==> config.mk <==
export PLATFORM = sky130hd
export DESIGN_NAME = mhpq_ram
export DESIGN_NICKNAME = d
export VERILOG_FILES = /design/src/design/mhpq_ram.sv
export SDC_FILE = /design/constraint.sdc
export NUM_CORES = 1
export LEC_CHECK = 0
export BUFFER_PORTS_ARGS = -buffer_cell sky130_fd_sc_hd__clkbuf_2
export CAP_MARGIN = 25
export CORE_AREA = 2 2 248 250
export DETAILED_ROUTE_END_ITERATION = 10
export DIE_AREA = 0 0 250 252
export PLACE_DENSITY = 0.91
export SLEW_MARGIN = 20
export SYNTH_ARGS = -nofsm -noshare
export SYNTH_HDL_FRONTEND = slang
export SYNTH_SLANG_ARGS = --single-unit
==> constraint.sdc <==
create_clock -name i_clk -period 16.6 [get_ports i_clk]
set_input_delay 0 -clock i_clk [delete_from_list [all_inputs] [get_ports i_clk]]
set_output_delay 0 -clock i_clk [all_outputs]
set_load 0.02 [all_outputs]
==> src/design/mhpq_ram.sv <==
`timescale 1ns / 1ps
// ----------------------------------------------------------------------------
// mhpq_ram: heap key store
// One write port, one read port with registered read data.
// ----------------------------------------------------------------------------
module mhpq_ram #(
    parameter int   DEPTH = 16,
    parameter int   WIDTH = 64,
    localparam int  AW    = (DEPTH > 1) ? $clog2(DEPTH) : 1
) (
    input  logic             i_clk,
    input  logic             i_we,
    input  logic [AW-1:0]    i_waddr,
    input  logic [WIDTH-1:0] i_wdata,
    input  logic [AW-1:0]    i_raddr,
    output logic [WIDTH-1:0] o_rdata
);

    logic [WIDTH-1:0] r_mem [DEPTH];
    logic [WIDTH-1:0] r_rdata;

    always_ff @(posedge i_clk) begin
        if (i_we) begin
            r_mem[i_waddr] <= i_wdata;
        end
    end

    always_ff @(posedge i_clk) begin
        r_rdata <= r_mem[i_raddr];
    end

    assign o_rdata = r_rdata;

endmodule

==> run summary <==
* standard cell core area: 0.0601 sq mm
* hold-critical path endpoint: r_mem[3][39]
* Max-slew headroom: 0.261
* initial standard-cell utilization of the core: 0.658
* Remaining DRCs: 0
* Cells after DPL: 2519
* reg-to-reg endpoint: o_rdata[34]
* critical-path cell with the highest stage delay: sky130_fd_sc_hd__buf_4
* Die Y-Extent: 252 um
* main combinational cell family by area after synthesis: multiplexers
* post-synthesis cell area: 0.0396 sq mm
* Max IR drop VDD: 0.108 mV
* dominant delay contributor by cell family on the critical path: buffers and inverters
* slew at the pin closest to its max-slew limit: 1110 ps
* post-CTS sizing: 0
* detail-routed via count per cell: 7.58
* multiplexer share of the synthesized area: 0.146
* outcome: finished clean
* DRT iter0 DRCs: 3808
* WP buf/inv: 4
* Layout Skew: 29.1 ps
* Hold Startpoint: i_waddr[2]
* number of unique standard cell types used by synthesis: 18
* Root Buffer: sky130_fd_sc_hd__clkbuf_16
* global-route wire length before repair: 150000 um
* Nets: 1982
* via count of the first global-routing pass: 20.7k
* gate count after technology mapping: 1647
* I/O pins: 138
* maximum single-stage delay on the critical path: 950 ps
* final non-filler cell area: 0.0453 sq mm
* die boundary width: 250 um
* CTS tree: yes
* number of failing setup endpoints in the final timing report: 0
* Synth Area in XOR/XNOR: 0
* Syn Area/Cell: 24.0 sq um
* HPWL reported at the end of detailed placement: 45300 um
* gpl congestion: 0.713
* number of standard cells in the layout, taps in and fillers out: 2775
* aggregate routed wire length: 110000 um
* number of rows created at floorplan: 90
* post-route ant nets: 0
* library cell appearing most often on the critical path: sky130_fd_sc_hd__buf_4
* Final TNS setup: 0 ps
* Design Power: 0.00580 W
* Post-Synth Adder-Cell Area: 0
* Synth Area in Compound Gates: 0.0243
* max capacitance violation total: 0
* grt ovf: 0
* number of antenna violations at the first check in global routing: 5
* worst path required time: 17130 ps
* overall routing resource usage: 0.341
* pin count of the biggest net entering global routing: 107
* final hold violation count: 0
* launching element type of the critical path: primary input
* Die ar.: 0.0630 sq mm
* Worst-Skew Late Latency: 670 ps
* sequential cell area fraction in the yosys report: 0.809
* TritonCTS buffer count: 97
* simple-gate share of the synthesized area: 0.00942
* number of warnings issued by yosys: 0
* CP Max Fanout: 106
* worst reg2reg path depth: 3
* Post-Synthesis Net Count: 1721
* WHS Path Cells: 3
* register bit total from synthesis: 1088
* ratio of final minimum period to clock period: 0.184
* utilization after layout: 0.754
* critical register-to-register path startpoint: r_mem[14][34]
* ratio of cells with drive above 1 in the final layout: 0.303
* standby leakage power: 14.7 nW
* min Tclk post-route: 3060 ps
* total via count in the routed design: 21.0k
* Setup Crit Path Kind: primary input to flop
* setup slack of the worst register-to-register path: 15040 ps
* routed wirelength normalized by instance count: 39.7 um
* Highest Clock Rate: 327 MHz
* crit path DAT: 3590 ps
* nature of the critical path endpoint: flop
* quantity of I/O buffers inserted on ports: 137
* H-tree levels: 3
* clock-pin transition on the worst setup and hold timing paths: 70 ps
* count of pins over their slew limit: 0
* setup repair after global routing missed its margin: false
* worst path cell trace: buf_8, buf_4, buf_4, buf_16, mux4_2, a22oi_1, nand2_1
* CTS Sinks: 1088
* power per cell area: 128 mW/mm^2
* layout overhead on the synthesized area: 14.5%
* maximum buffer depth of the clock tree: 3
* TritonRoute pass-1 iters: 6
* total placed instance area: 0.0412 sq mm
* worst min-delay path class: primary input to flop
## worst max path at each step
stage | cells past startpoint | end | slack (ps) | from
after global routing | 7 | o_rdata[50] | 13550 | i_raddr[0]
after global placement | 6 | o_rdata[27] | 13080 | i_raddr[1]
after detailed placement | 6 | o_rdata[37] | 13000 | i_raddr[1]
final | 7 | o_rdata[32] | 13540 | i_raddr[1]
after CTS | 6 | o_rdata[62] | 13570 | i_raddr[0]
after floorplan | 2 | r_mem[0][0] | 11170 | i_waddr[2]
## sequential cells by signal, indices dropped and copies added (netlist names)
signal / cells
r_mem: 1024
o_rdata: 64
## worst min-delay path, delay by kind of cell
kind	cells	cell delay (ps)
buffers and inverters	1	110
AND/OR/NAND/NOR	2	410
## cell type report
type / count / area (sq um)
Antenna cell: 4 / 10.0
Clock buffer: 138 / 2750
Clock inverter: 42 / 497
Fill cell: 2906 / 14800
Multi-Input combinational cell: 475 / 7230
Sequential cell: 1088 / 32000
Tap cell: 782 / 978
Timing Repair Buffer: 246 / 1830
## cells in the final DEF (no fill, tap or decap), drive strengths merged
cell,n
nand2,65
edfxtp,1024
nor3,4
clkinvlp,4
inv,3
nor2b,2
nand3,1
dfxtp,64
or3b,1
clkbuf,273
dlygate4sd3,64
bufinv,11
mux4,256
buf,47
and2,1
nor2,13
nand2b,2
nand3b,2
diode,4
clkinv,24
a22oi,128
## routing by layer
metal | vias up | part of all wire | GRT usage
met5 | - | 0.00010 | 0
met4 | 2 | 0.054 | 0.170
met3 | 401 | 0.13 | 0.0667
met2 | 2392 | 0.50 | 0.555
met1 | 10700 | 0.32 | 0.452
li1 | 7566 | - | -
## cells by family (layout without fill, tap and decap cells)
group                  count (synthesis)  in the layout
buffers and inverters                 84            426
DFF                                 1088           1088
other                                  0              4
AOI/OAI and AO/OA                    128            128
muxes                                256            256
and+or+nand+nor                       91             91
## cells in the mapped netlist
master,number,share of area
sky130_fd_sc_hd__or3b_2,1,0.00022
sky130_fd_sc_hd__buf_4,6,0.0011
sky130_fd_sc_hd__nand3_1,1,0.00013
sky130_fd_sc_hd__edfxtp_1,1024,0.78
sky130_fd_sc_hd__nor3_1,4,0.00051
sky130_fd_sc_hd__clkbuf_1,36,0.0034
sky130_fd_sc_hd__mux4_2,256,0.15
sky130_fd_sc_hd__nand3b_1,2,0.00038
sky130_fd_sc_hd__and2_1,1,0.00016
sky130_fd_sc_hd__a22oi_1,128,0.024
sky130_fd_sc_hd__nor2_1,13,0.0012
sky130_fd_sc_hd__nor2b_1,2,0.00032
sky130_fd_sc_hd__nand2_1,65,0.0062
sky130_fd_sc_hd__nand2b_1,2,0.00032
sky130_fd_sc_hd__dfxtp_1,64,0.032
sky130_fd_sc_hd__buf_2,13,0.0016
sky130_fd_sc_hd__buf_1,16,0.0015
sky130_fd_sc_hd__buf_6,13,0.0037
## power breakdown
group	internal, W	switching [W]	leakage (nW)
registers	0.00307	0.0000354	9.79
logic	0.000118	0.000194	3.33
clock network	0.00133	0.00106	1.58
total	0.00452	0.00129	14.7
## stage by stage
step	setup slack [ps]	hold WS, ps
finish	13540	65.3
floorplan	11170	98.9
CTS	13570	50.0
global route	13550	63.3
detailed placement	13000	401
global placement	13080	371
## timing repair
action / CTS / global route
buffers inserted: 0 / 0
hold buffers: 64 / 0
setup endpoints to repair: 0 / 0
endpoints found under the hold margin: 1024 / 0
No activity file was read; power rests on OpenSTA's default activity.
